### src/rtl/speed_weighted_turn_scheduler_top_macros.svh
// ---------------------------------------------------------------------------
// Assertion macros shared by the scheduler RTL
// ---------------------------------------------------------------------------
`ifndef SPEED_WEIGHTED_TURN_SCHEDULER_TOP_MACROS_SVH
`define SPEED_WEIGHTED_TURN_SCHEDULER_TOP_MACROS_SVH

// same-cycle implication, disabled during reset
`define SWTS_ASSERT_IMP(label, clk, rst_n, ante, cons) \
    label: assert property (@(posedge clk) disable iff (!(rst_n)) (ante) |-> (cons)) \
        else $error("scheduler check failed");

// next-cycle implication, disabled during reset
`define SWTS_ASSERT_NXT(label, clk, rst_n, ante, cons) \
    label: assert property (@(posedge clk) disable iff (!(rst_n)) (ante) |=> (cons)) \
        else $error("scheduler check failed");

`endif

### src/rtl/swts_pkg.sv
// ---------------------------------------------------------------------------
// swts_pkg
// Shared constants and types of the turn scheduler.
// ---------------------------------------------------------------------------
`timescale 1ns / 1ps

package swts_pkg;

    localparam int ENTRIES_DEF   = 16;
    localparam int FRAC_BITS_DEF = 16;

    localparam int TIME_W  = 48;
    localparam int SCALE_W = 16;
    localparam int SPEED_W = 10;
    localparam int SLOT_W  = 4;
    localparam int CMD_W   = 2;
    localparam int STAT_W  = 2;

    localparam logic [SCALE_W-1:0] SCALE_RESET = 16'd100;

    localparam logic [CMD_W-1:0] CMD_CLEAR = 2'd0;
    localparam logic [CMD_W-1:0] CMD_REG   = 2'd1;
    localparam logic [CMD_W-1:0] CMD_NEXT  = 2'd2;
    localparam logic [CMD_W-1:0] CMD_KILL  = 2'd3;

    localparam logic [STAT_W-1:0] ST_OK   = 2'd0;
    localparam logic [STAT_W-1:0] ST_NONE = 2'd1;
    localparam logic [STAT_W-1:0] ST_FULL = 2'd2;

    typedef logic [TIME_W-1:0] t_time;

    localparam t_time TIME_NEVER = '1;

endpackage

### src/rtl/speed_weighted_turn_scheduler_top.sv
// ---------------------------------------------------------------------------
// speed_weighted_turn_scheduler_top
// Stride scheduler: entries with a turn time and a stride in one RAM.
// ---------------------------------------------------------------------------
// Requests enter on the s_ stream: tuser carries the command, tdata the
// speed and the slot. Each request yields one result on the m_ stream:
// tuser carries the status, tdata the slot and the turn time.
// time_scale is written through i_cfg_we / i_cfg_wdata; the user must write
// it only while idle, the block does not enforce this. One request is worked
// at a time; s_tready is high only when the sequencer is idle.
// Clear and kill go from idle straight to S_FIN, which loads the result.
// Register runs the bit-serial divider in S_DIV, then writes the entry in
// S_REGW; a full table or speed zero skips the divider.
// Next turn makes two RAM sweeps, one read a cycle, in S_SCAN1 and S_SCAN2,
// to find the least live time and to drop dead entries ahead of it, then
// one write-back of the advanced time in S_WB; with no live entry the
// write-back is skipped.
// Reset empties the table and sets time_scale to 100; RAM contents are not
// cleared, unoccupied slots are ignored.
// A stalled m_ side holds the result; the block finishes the next request
// and waits with it until the output register frees.
// ---------------------------------------------------------------------------
`timescale 1ns / 1ps
`include "speed_weighted_turn_scheduler_top_macros.svh"

module speed_weighted_turn_scheduler_top #(
    parameter int ENTRIES       = swts_pkg::ENTRIES_DEF,
    parameter int FRACTION_BITS = swts_pkg::FRAC_BITS_DEF
) (
    input  logic                         i_clk,
    input  logic                         i_rst_n,
    input  logic                         i_cfg_we,
    input  logic [swts_pkg::SCALE_W-1:0] i_cfg_wdata,
    input  logic                         s_tvalid,
    output logic                         s_tready,
    // [9:0] speed, [13:10] slot_id, [15:14] zero
    input  logic [15:0]                  s_tdata,
    // [1:0] cmd
    input  logic [1:0]                   s_tuser,
    output logic                         m_tvalid,
    input  logic                         m_tready,
    // [3:0] chosen_slot, [51:4] turn_time, [55:52] zero
    output logic [55:0]                  m_tdata,
    // [1:0] status
    output logic [1:0]                   m_tuser
);

    import swts_pkg::*;

    localparam int IDX_W = $clog2(ENTRIES);
    localparam int CNT_W = IDX_W + 1;
    localparam int NUM_W = SCALE_W + FRACTION_BITS;
    localparam int MEM_W = 2 * TIME_W;

    localparam logic [2:0] S_IDLE  = 3'd0;
    localparam logic [2:0] S_DIV   = 3'd1;
    localparam logic [2:0] S_REGW  = 3'd2;
    localparam logic [2:0] S_SCAN1 = 3'd3;
    localparam logic [2:0] S_SCAN2 = 3'd4;
    localparam logic [2:0] S_WB    = 3'd5;
    localparam logic [2:0] S_FIN   = 3'd6;

    logic [2:0]         r_state;
    logic [SCALE_W-1:0] r_scale;
    logic [ENTRIES-1:0] r_occ;
    logic [ENTRIES-1:0] r_alive;

    logic [CNT_W-1:0]   r_cnt;
    logic               r_pend;
    logic [IDX_W-1:0]   r_pend_idx;
    logic               r_found;
    logic [IDX_W-1:0]   r_best_idx;
    t_time              r_best_t;
    t_time              r_best_s;
    logic [IDX_W-1:0]   r_slot;
    t_time              r_stride;

    logic [STAT_W-1:0]  r_res_st;
    logic [SLOT_W-1:0]  r_res_slot;
    t_time              r_res_time;

    logic               r_m_valid;
    logic [STAT_W-1:0]  r_m_st;
    logic [SLOT_W-1:0]  r_m_slot;
    t_time              r_m_time;

    logic [CMD_W-1:0]   w_cmd;
    logic [SPEED_W-1:0] w_speed;
    logic [SLOT_W-1:0]  w_slot_id;
    logic               w_accept;
    logic               w_free_ok;
    logic [IDX_W-1:0]   w_free_idx;
    logic               w_kill_ok;
    logic [IDX_W-1:0]   w_kill_idx;
    logic               w_div_start;
    logic               w_div_done;
    logic [NUM_W-1:0]   w_quo;
    logic               w_we;
    logic [IDX_W-1:0]   w_waddr;
    logic [MEM_W-1:0]   w_wdata;
    logic [MEM_W-1:0]   w_rd;
    t_time              w_rd_t;
    t_time              w_rd_s;
    logic [TIME_W:0]    w_sum;
    t_time              w_next_t;
    logic               w_out_free;
    logic               w_scan_end;
    logic               w_live_hit;
    logic               w_drop_hit;

    assign w_cmd     = s_tuser;
    assign w_speed   = s_tdata[9:0];
    assign w_slot_id = s_tdata[13:10];
    assign s_tready  = (r_state == S_IDLE);
    assign w_accept  = s_tvalid && s_tready;

    // lowest free slot
    always_comb begin
        w_free_ok  = 1'b0;
        w_free_idx = '0;
        for (int i = ENTRIES - 1; i >= 0; i--) begin
            if (!r_occ[i]) begin
                w_free_ok  = 1'b1;
                w_free_idx = IDX_W'(i);
            end
        end
    end

    assign w_kill_idx = IDX_W'(w_slot_id);
    assign w_kill_ok  = (9'(w_slot_id) < 9'(ENTRIES)) && r_occ[w_kill_idx];

    assign w_div_start = w_accept && (w_cmd == CMD_REG) && w_free_ok
                         && (w_speed != '0);

    swts_div #(
        .NUM_W (NUM_W),
        .DEN_W (SPEED_W)
    ) u_div (
        .i_clk      (i_clk),
        .i_rst_n    (i_rst_n),
        .i_start    (w_div_start),
        .i_dividend (NUM_W'(r_scale) << FRACTION_BITS),
        .i_divisor  (w_speed),
        .o_done     (w_div_done),
        .o_quotient (w_quo)
    );

    assign w_sum    = {1'b0, r_best_t} + {1'b0, r_best_s};
    assign w_next_t = w_sum[TIME_W] ? TIME_NEVER : w_sum[TIME_W-1:0];

    assign w_we    = (r_state == S_REGW) || (r_state == S_WB);
    assign w_waddr = (r_state == S_WB) ? r_best_idx : r_slot;
    assign w_wdata = (r_state == S_WB) ? {r_best_s, w_next_t} : {r_stride, r_stride};

    swts_ram #(
        .WIDTH (MEM_W),
        .DEPTH (ENTRIES)
    ) u_ram (
        .i_clk   (i_clk),
        .i_we    (w_we),
        .i_waddr (w_waddr),
        .i_wdata (w_wdata),
        .i_raddr (r_cnt[IDX_W-1:0]),
        .o_rdata (w_rd)
    );

    assign w_rd_t = w_rd[TIME_W-1:0];
    assign w_rd_s = w_rd[MEM_W-1:TIME_W];

    assign w_scan_end = !r_pend && (r_cnt == CNT_W'(ENTRIES));
    assign w_live_hit = r_pend && r_occ[r_pend_idx] && r_alive[r_pend_idx]
                        && (!r_found || (w_rd_t < r_best_t));
    assign w_drop_hit = r_pend && r_occ[r_pend_idx] && !r_alive[r_pend_idx]
                        && (!r_found || (w_rd_t < r_best_t)
                            || ((w_rd_t == r_best_t) && (r_pend_idx < r_best_idx)));

    assign w_out_free = !r_m_valid || m_tready;

    always_ff @(posedge i_clk) begin
        if (!i_rst_n) begin
            r_state   <= S_IDLE;
            r_scale   <= SCALE_RESET;
            r_occ     <= '0;
            r_alive   <= '0;
            r_cnt     <= '0;
            r_pend    <= 1'b0;
            r_found   <= 1'b0;
            r_m_valid <= 1'b0;
        end else begin
            if (i_cfg_we) begin
                r_scale <= i_cfg_wdata;
            end
            if (r_m_valid && m_tready) begin
                r_m_valid <= 1'b0;
            end
            case (r_state)
                S_IDLE: begin
                    r_cnt   <= '0;
                    r_pend  <= 1'b0;
                    r_found <= 1'b0;
                    if (w_accept) begin
                        case (w_cmd)
                            CMD_CLEAR: begin
                                r_occ   <= '0;
                                r_alive <= '0;
                                r_state <= S_FIN;
                            end
                            CMD_REG: begin
                                if (!w_free_ok) begin
                                    r_state <= S_FIN;
                                end else if (w_speed == '0) begin
                                    r_state <= S_REGW;
                                end else begin
                                    r_state <= S_DIV;
                                end
                            end
                            CMD_NEXT: begin
                                r_state <= S_SCAN1;
                            end
                            default: begin
                                if (w_kill_ok) begin
                                    r_alive[w_kill_idx] <= 1'b0;
                                end
                                r_state <= S_FIN;
                            end
                        endcase
                    end
                end
                S_DIV: begin
                    if (w_div_done) begin
                        r_state <= S_REGW;
                    end
                end
                S_REGW: begin
                    r_occ[r_slot]   <= 1'b1;
                    r_alive[r_slot] <= 1'b1;
                    r_state         <= S_FIN;
                end
                S_SCAN1, S_SCAN2: begin
                    if (r_cnt < CNT_W'(ENTRIES)) begin
                        r_cnt  <= r_cnt + 1'b1;
                        r_pend <= 1'b1;
                    end else begin
                        r_pend <= 1'b0;
                    end
                    if (r_state == S_SCAN1) begin
                        if (w_live_hit) begin
                            r_found <= 1'b1;
                        end
                        if (w_scan_end) begin
                            r_cnt   <= '0;
                            r_state <= S_SCAN2;
                        end
                    end else begin
                        if (w_drop_hit) begin
                            r_occ[r_pend_idx] <= 1'b0;
                        end
                        if (w_scan_end) begin
                            r_state <= r_found ? S_WB : S_FIN;
                        end
                    end
                end
                S_WB: begin
                    r_state <= S_FIN;
                end
                S_FIN: begin
                    if (w_out_free) begin
                        r_m_valid <= 1'b1;
                        r_state   <= S_IDLE;
                    end
                end
                default: begin
                    r_state <= S_IDLE;
                end
            endcase
        end
    end

    // payload: result, best entry, stride
    always_ff @(posedge i_clk) begin
        r_pend_idx <= r_cnt[IDX_W-1:0];
        if (w_accept) begin
            r_slot     <= w_free_idx;
            r_stride   <= TIME_NEVER;
            r_res_st   <= ST_OK;
            r_res_slot <= '0;
            r_res_time <= '0;
            case (w_cmd)
                CMD_CLEAR: begin
                    r_res_st <= ST_OK;
                end
                CMD_REG: begin
                    if (!w_free_ok) begin
                        r_res_st <= ST_FULL;
                    end
                end
                CMD_NEXT: begin
                    r_res_st <= ST_NONE;
                end
                default: begin
                    r_res_st   <= w_kill_ok ? ST_OK : ST_NONE;
                    r_res_slot <= w_slot_id;
                end
            endcase
        end
        if (r_state == S_DIV && w_div_done) begin
            r_stride <= TIME_W'(w_quo);
        end
        if (r_state == S_REGW) begin
            r_res_slot <= SLOT_W'(r_slot);
            r_res_time <= r_stride;
        end
        if (r_state == S_SCAN1 && w_live_hit) begin
            r_best_idx <= r_pend_idx;
            r_best_t   <= w_rd_t;
            r_best_s   <= w_rd_s;
        end
        if (r_state == S_WB) begin
            r_res_st   <= ST_OK;
            r_res_slot <= SLOT_W'(r_best_idx);
            r_res_time <= r_best_t;
        end
        if (r_state == S_FIN && w_out_free) begin
            r_m_st   <= r_res_st;
            r_m_slot <= r_res_slot;
            r_m_time <= r_res_time;
        end
    end

    assign m_tvalid = r_m_valid;
    assign m_tuser  = r_m_st;
    assign m_tdata  = {4'b0000, r_m_time, r_m_slot};

    `SWTS_ASSERT_IMP(a_alive_occ, i_clk, i_rst_n, 1'b1, ((r_alive & ~r_occ) == '0))
    `SWTS_ASSERT_IMP(a_div_in_div, i_clk, i_rst_n, w_div_done, (r_state == S_DIV))
    `SWTS_ASSERT_NXT(a_fin_load, i_clk, i_rst_n, (r_state == S_FIN) && w_out_free,
                     m_tvalid && (r_state == S_IDLE))
    `SWTS_ASSERT_NXT(a_next_scan, i_clk, i_rst_n, w_accept && (w_cmd == CMD_NEXT),
                     (r_state == S_SCAN1) && !r_pend && !r_found)

endmodule

### src/rtl/swts_ram.sv
// ---------------------------------------------------------------------------
// swts_ram
// Simple dual-port RAM, one write port, one registered read port.
// ---------------------------------------------------------------------------
`timescale 1ns / 1ps

module swts_ram #(
    parameter int WIDTH = 96,
    parameter int DEPTH = 16
) (
    input  logic                     i_clk,
    input  logic                     i_we,
    input  logic [$clog2(DEPTH)-1:0] i_waddr,
    input  logic [WIDTH-1:0]         i_wdata,
    input  logic [$clog2(DEPTH)-1:0] i_raddr,
    output logic [WIDTH-1:0]         o_rdata
);

    logic [WIDTH-1:0] r_mem [DEPTH];
    logic [WIDTH-1:0] r_rdata;

    always_ff @(posedge i_clk) begin
        if (i_we) begin
            r_mem[i_waddr] <= i_wdata;
        end
        r_rdata <= r_mem[i_raddr];
    end

    assign o_rdata = r_rdata;

endmodule

### src/rtl/swts_div.sv
// ---------------------------------------------------------------------------
// swts_div
// Restoring divider, one quotient bit per cycle, done pulse at the end.
// ---------------------------------------------------------------------------
`timescale 1ns / 1ps

module swts_div #(
    parameter int NUM_W = 32,
    parameter int DEN_W = 10
) (
    input  logic             i_clk,
    input  logic             i_rst_n,
    input  logic             i_start,
    input  logic [NUM_W-1:0] i_dividend,
    input  logic [DEN_W-1:0] i_divisor,
    output logic             o_done,
    output logic [NUM_W-1:0] o_quotient
);

    localparam int CNT_W = $clog2(NUM_W + 1);

    logic             r_busy;
    logic             r_done;
    logic [CNT_W-1:0] r_cnt;
    logic [NUM_W-1:0] r_quo;
    logic [DEN_W-1:0] r_rem;
    logic [DEN_W-1:0] r_den;

    logic [DEN_W:0]   w_shift;
    logic [DEN_W:0]   w_diff;
    logic             w_ge;
    logic [DEN_W-1:0] n_rem;

    always_comb begin
        w_shift = {r_rem, r_quo[NUM_W-1]};
        w_diff  = w_shift - {1'b0, r_den};
        w_ge    = (w_shift >= {1'b0, r_den});
        n_rem   = w_ge ? w_diff[DEN_W-1:0] : w_shift[DEN_W-1:0];
    end

    always_ff @(posedge i_clk) begin
        if (!i_rst_n) begin
            r_busy <= 1'b0;
            r_done <= 1'b0;
            r_cnt  <= '0;
        end else begin
            r_done <= 1'b0;
            if (i_start) begin
                r_busy <= 1'b1;
                r_cnt  <= CNT_W'(NUM_W);
            end else if (r_busy) begin
                r_cnt <= r_cnt - 1'b1;
                if (r_cnt == CNT_W'(1)) begin
                    r_busy <= 1'b0;
                    r_done <= 1'b1;
                end
            end
        end
    end

    always_ff @(posedge i_clk) begin
        if (i_start) begin
            r_quo <= i_dividend;
            r_rem <= '0;
            r_den <= i_divisor;
        end else if (r_busy) begin
            r_quo <= {r_quo[NUM_W-2:0], w_ge};
            r_rem <= n_rem;
        end
    end

    assign o_done     = r_done;
    assign o_quotient = r_quo;

endmodule

### config.mk
export PLATFORM = sky130hd
export DESIGN_NAME = speed_weighted_turn_scheduler_top
export DESIGN_NICKNAME = d
export VERILOG_FILES = /design/src/rtl/swts_pkg.sv /design/src/rtl/speed_weighted_turn_scheduler_top.sv /design/src/rtl/swts_ram.sv /design/src/rtl/swts_div.sv
export VERILOG_INCLUDE_DIRS = /design/src /design/src/rtl
export SDC_FILE = /design/constraint.sdc
export NUM_CORES = 2
export LEC_CHECK = 0
export ABC_CLOCK_PERIOD_IN_PS = 12200
export BUFFER_PORTS_ARGS = -buffer_cell sky130_fd_sc_hd__buf_2
export CELL_PAD_IN_SITES_DETAIL_PLACEMENT = 2
export CELL_PAD_IN_SITES_GLOBAL_PLACEMENT = 2
export CORE_MARGIN = 1
export CORE_UTILIZATION = 45
export DETAILED_ROUTE_END_ITERATION = 6
export GPL_ROUTABILITY_DRIVEN = 0
export GPL_TIMING_DRIVEN = 0
export PLACE_DENSITY_LB_ADDON = 0.25
export SLEW_MARGIN = 20
export SYNTH_ARGS = -nofsm -noshare
export SYNTH_HDL_FRONTEND = slang
export SYNTH_SLANG_ARGS = --single-unit
### constraint.sdc
create_clock -name i_clk -period 12.2 [get_ports i_clk]
set_clock_uncertainty 0.2 [all_clocks]
set_input_delay 0.61 -clock i_clk [delete_from_list [all_inputs] [get_ports i_clk]]
set_output_delay 0.61 -clock i_clk [all_outputs]
set_load 0.01 [all_outputs]
# After elaboration in Yosys (flattened, before gate mapping)
# Memory sizes are Yosys's and may differ from the RTL's. A register that Yosys moved wholly into a read port is not among the register bits.
# Index checks and enable logic that the tools add are counted.
# word_totals
mem_bits_rw	1536
wordCells	227
reg_bits	368
mem_count	1
# mem_list
memory	depth	word_bits	read_ports	rd_clocked_by_memory_dff	wr	line_no	rtl
u_ram.r_mem	16	96	1	1	1	swts_ram.sv:19	logic [WIDTH-1:0] r_mem [DEPTH];
# classes
bitwise_logic	8
magnitude_cmp	10
n_mux	101
eq_ne	22
reduce_logical	49
addsub	4
# ops
op	count
48-bit 2-to-1 mux	4
32-bit 2-to-1 mux	4
16-bit 2-to-1 mux	6
96-bit 2-to-1 mux	1
16-bit case mux with 2 select lines	2
4-bit 2-to-1 mux	13
48-bit by 48-bit adder with 49-bit output	1
48-bit equality test	1
48-bit less-than comparator	1
16-bit case mux with 3 select lines	1
1-bit 2-to-1 mux	36
3-bit 2-to-1 mux	11
16-bit AND	2
16-bit NOT	2
16-bit OR	2
1-bit logical AND	18
4-bit by 5-bit less-than comparator with 1-bit output, second input constant	3
5-bit 2-to-1 mux	3
3-bit case mux with 5 select lines	1
2-bit != test, second input constant	7
1-bit binary-select mux with 4-bit select	3
1-bit demux with 4-bit select	3
4-bit by 1-bit greater-or-equal comparator with 1-bit output, second input constant	3
6-bit 2-to-1 mux	2
37 further kinds	64

# Depth between registers and ports, before layout
# depth
ltp_word	20
depth_mapped	14
ltp_nobuf	13

# Hierarchy
# From an unflattened synthesis, not the netlist that was laid out.
# unflattened
cells_unflattened	4294
hier_area_um2	79029.5
# by_module_without_submodules
mod	cells_each	area_per_inst_um2	seq_area_each_um2	n_inst
swts_ram	2460	59355.7	48046.1	1
speed_weighted_turn_scheduler_top	1600	16697.3	8588.2	1
swts_div	234	2976.6	1621.6	1

# Least setup slack after synthesis
# OpenSTA, ideal clock, no wires.
# synth_path
path_type	flip-flop to flip-flop
from	register r_best_t[1]
to	register r_best_idx[0], enable pin
arrival_time_ns	9.353
path_stages_with_launch	11
setup_slack_ns	1.939
synth_period_minus_slack_ns	10.261
path_cell_list	edfxtp_1 inv_1 ha_1 nor2b_1 o21a_1 o21a_1 o21ai_0 a21oi_1 o32a_1 a211o_1 a211oi_1
# synth_between
elab_chain_len	4
# synth_lines
item	line_no	rtl
start, declared	speed_weighted_turn_scheduler_top.sv:73	t_time r_best_t;
start signal, assigned	speed_weighted_turn_scheduler_top.sv:315	r_best_t <= w_rd_t;
48-bit less-than comparator	speed_weighted_turn_scheduler_top.sv:172	&& (!r_found || (w_rd_t < r_best_t));
1-bit logical OR	speed_weighted_turn_scheduler_top.sv:172	
1-bit logical AND	speed_weighted_turn_scheduler_top.sv:172	
1-bit logical AND	speed_weighted_turn_scheduler_top.sv:313	if (r_state == S_SCAN1 && w_live_hit) begin
end signal, assigned	speed_weighted_turn_scheduler_top.sv:314	r_best_idx <= r_pend_idx;
end, declared	speed_weighted_turn_scheduler_top.sv:72	logic [IDX_W-1:0] r_best_idx;
# No other way between the ends.
# A chain may end at the register's enable or synchronous reset.

# Worst setup path in the final report
# layout_path
from	register r_best_s[12]
to	memory u_ram.r_mem[2][45], data pin
# layout_between
elab_chain_len	3
# layout_lines
item	line_no	rtl
start, declared	speed_weighted_turn_scheduler_top.sv:74	t_time r_best_s;
start signal, assigned	speed_weighted_turn_scheduler_top.sv:316	r_best_s <= w_rd_s;
48-bit by 48-bit adder with 49-bit output	speed_weighted_turn_scheduler_top.sv:148	assign w_sum = {1'b0, r_best_t} + {1'b0, r_best_s};
48-bit 2-to-1 mux	speed_weighted_turn_scheduler_top.sv:149	assign w_next_t = w_sum[TIME_W] ? TIME_NEVER : w_sum[TIME_W-1:0];
96-bit 2-to-1 mux	speed_weighted_turn_scheduler_top.sv:153	assign w_wdata = (r_state == S_WB) ? {r_best_s, w_next_t} : {r_stride, r_stride};
net u_ram.i_wdata[45]	swts_ram.sv:14	input logic [WIDTH-1:0] i_wdata,
end, declared	swts_ram.sv:19	
# The timed path passes the listed nets, and every way through them passes these cells.

==> results.md <==
* Flip-flop and latch count after synthesis at 2,000
* Drt pass-1 iters at 5
* Hold Vio Cnt, Final at 0
* Seq. cell area at between 50,000 and 60,000 sq um
* Via count at between 40k and 50k
* Standard-cell rows at between 150 and 200
* Global-route wire length before repair at 410 mm
* Hold Buf Count CTS at 32
* Maximum number of pins on one net before global-route repair at 31
* Fmax at around 150 MHz
* Total Routed Length at roughly 300 mm
* R2r worst-path depth at 11
* WHS Path Cells at 3
* Crit path kind: reg -> reg
* Syn Inst Count at roughly 4.2k
* HP Class: in -> reg
* Post-route setup TNS at 0 ns
* Reg2Reg Capture Point: u_ram.r_mem[2][45]
* CP Capture Type: flop
* Footprint of the multi-input gates at 19,800 sq um
* Reg-to-reg slack, setup at about 5.6 ns
* Cell Area, Synth at between 70,000 and 80,000 sq um
* Die Y at about 420 um
* Setup crit start kind: flop
* Grt ovf at 0
* Maximum clock insertion buffer count at 3
* Number of nets in the layout at ~4.8k
* Setup violations, final at 0
* Dominant synthesized flop cell: edfxtp_1
* EDFF count, synth at roughly 1.8k
* Lkg Pwr at roughly 0.028 uW
* Combinational share of power at around 15%
* Commonest non-fill, non-tap cells in the layout: edfxtp_1 (1,804), mux4_2 (492), nand2_1 (262)
* DRC viols at 0
* Most common cell after layout, fill and taps aside: edfxtp_1
* Final worst path period share at around 54%
* RR Startpoint: r_best_s[12]
* Starting density of the core at between 40% and 50%
* Post-route ant nets at 0
* Fin util at between 50% and 60%
* Pwr/cell area at approximately 190 nW/um^2
* Top Ports at 99
* H-tree levels at 4
* CTS tree: yes
* DP Worst Slack at roughly 5.7 ns
* Layout cells sized above 1 at about a quarter
* Status: finished clean
* CTS root buffer: clkbuf_16
* CTS buffer count at about 200
* PnR worst setup slack at 5.60 ns
* # Max-Cap Violations at 0
* Slew @ Worst Pin at 1.29 ns
* Die area at ~180,000 sq um
* Tot GR Track Use at about 34%
* Drt wl/cell at 41.9 um
* DPL Wire Length at about 190 mm
* Area growth syn-to-layout at 17.6%
* Initial antenna violation count at 11
* Area contributors post-synth: edfxtp_1 (69%), mux4_2 (14%), dfxtp_1 (5.0%)
* Pint at between 10,000 and 15,000 uW
* Worst-Skew Late Latency at approximately 0.9 ns
* Post-CTS Resized at 0
* Netlist cell types at 73
* CP required at 12.54 ns
* Initial DRC count at about 6.5k
* Ys async rst share at 0%
* Mapped Avg Cell Area at 18.9 sq um
* Post-CTS setup buffer count at 0
* Clock Pin Slew Worst Setup and Hold Paths at approximately 0.060 ns
* # fillers at ~15k
* Seq/Total Area, Yosys at 73.8%
* Hold wc startpoint: i_cfg_we
* VDD IR-drop max at approximately 0.13 mV
* Sw Ratio at 27.5%
* Top cell type's share of synthesized area at around 70%
* CP endpoint: u_ram.r_mem[2][45]
* Number of global-route vias before repair at 50.0k
* Die W at approximately 420 um
* Tmin final at around 6.6 ns
* # clock sinks at 2,000
* Yosys top cell by area: edfxtp_1
* Sw power at around 4800 uW
* Critical path origin: r_best_s[12]
* Ys Warns at 0
* Vias per inst at 6.60
* Final Max Tran Viols at 0
* Worst Path Arrival at 6.94 ns
* Port bufs at just under 90
* Core ar. at roughly 170,000 sq um
* RSZ-0062 raised after global routing: no
* Crit-path max FO at 16
* Slew HR at 13.3%
* Sequential share of power at around 47%
* Clock power frac at a little under two fifths
cell families after synthesis:
logic type	after synthesis	synth area share [%]
fa+ha+maj	119	1.91
mux	530	14.6
compound gates	520	4.04
simple gates	632	3.57
flops	2000	73.8
buf+inv	309	1.52
other cells	1	0.00476
xor+xnor	51	0.567
Yosys cell counts (all sizes together) (15+ instances only):
cell type and count:
edfxtp 1804, mux4 494, nand2 263, dfxtp 196, nor2 186, a21oi 180
clkbuf 153, o21ai 141, ha 117, inv 104, a21o 77, buf 51
nand2b 48, mux2i 35, xnor2 32, nand3 26, nand4 25, a31oi 22
a211oi 19, xor2 19, nor3 18, nor2b 15, o21a 15
worst max-delay path, stage by stage (launching register included):
cell	delay [ns]
edfxtp_1	0.51
ha_1	0.45
a21oi_1	0.51
nor2_1	0.15
a2111oi_1	0.88
a211oi_1	0.40
nor3_1	1.10
nor3b_1	0.37
o21ai_0	0.65
nand2_1	0.18
xnor2_1	0.19
a21oi_2	0.66
worst min-delay path by stage:
stage,to,slack [ns]
after CTS,r_scale[7],0.03
after global placement,r_pend_idx[3],0.13
after floorplan,r_pend_idx[3],0.13
final,r_scale[7],0.06
after detailed placement,r_pend_idx[3],0.17
after global routing,r_scale[7],0.12
state kept, by name, summed over array words and instances, names as in the netlist, 4 cells and up:
name / count
r_scale: 16
r_stride: 33
r_best_s: 48
r_slot: 4
r_cnt: 5
r_alive: 16
r_occ: 16
r_pend_idx: 4
r_m_slot: 4
u_div.o_quotient: 32
r_best_t: 48
u_div.r_cnt: 6
u_ram.o_rdata: 96
u_div.r_rem: 10
r_res_time: 48
u_div.r_den: 10
r_best_idx: 4
r_res_slot: 4
u_ram.r_mem: 1536
r_m_time: 48
per-layer routing:
layer | vias to the layer above | share of wire (%) | GRT usage (%)
li1 | 17700 | - | -
met1 | 25500 | 37 | 42.5
met2 | 3229 | 50 | 57.2
met3 | 731 | 8.2 | 5.62
met4 | 2 | 5.5 | 16.5
met5 | - | 0.014 | 0
final cells by class:
cell class | count | area share (%)
antenna | 7 | 0.0189
buffer | 204 | 0.958
clock buffer | 276 | 6.23
clock inverter | 113 | 1.33
inverter | 105 | 0.426
multi-input combinational | 1856 | 21.4
sequential | 2000 | 62.7
tap | 2325 | 3.14
timing repair buffer | 256 | 3.79
stage by stage:
stage / area, sq um / cells / hold slack [ns] / power, uW
floorplan: 78700 / 4165 / 0.129 / 9730
global placement: 82100 / 6579 / 0.134 / 10600
detailed placement: 85000 / 6705 / 0.166 / 10900
CTS: 92300 / 7126 / 0.0321 / 17600
global route: 92600 / 7135 / 0.119 / 17900
finish: 92600 / 7142 / 0.0594 / 17600
power groups by stage:
| stage | Sequential, uW | Clock, uW | Combinational [uW] |
|---|---|---|---|
| floorplan | 8230 | 0 | 1490 |
| global placement | 8340 | 0 | 2300 |
| detailed placement | 8320 | 0 | 2550 |
| CTS | 8200 | 6770 | 2640 |
| global route | 8220 | 6960 | 2760 |
| finish | 8210 | 6750 | 2660 |
(Power assumes the default switching activity.)
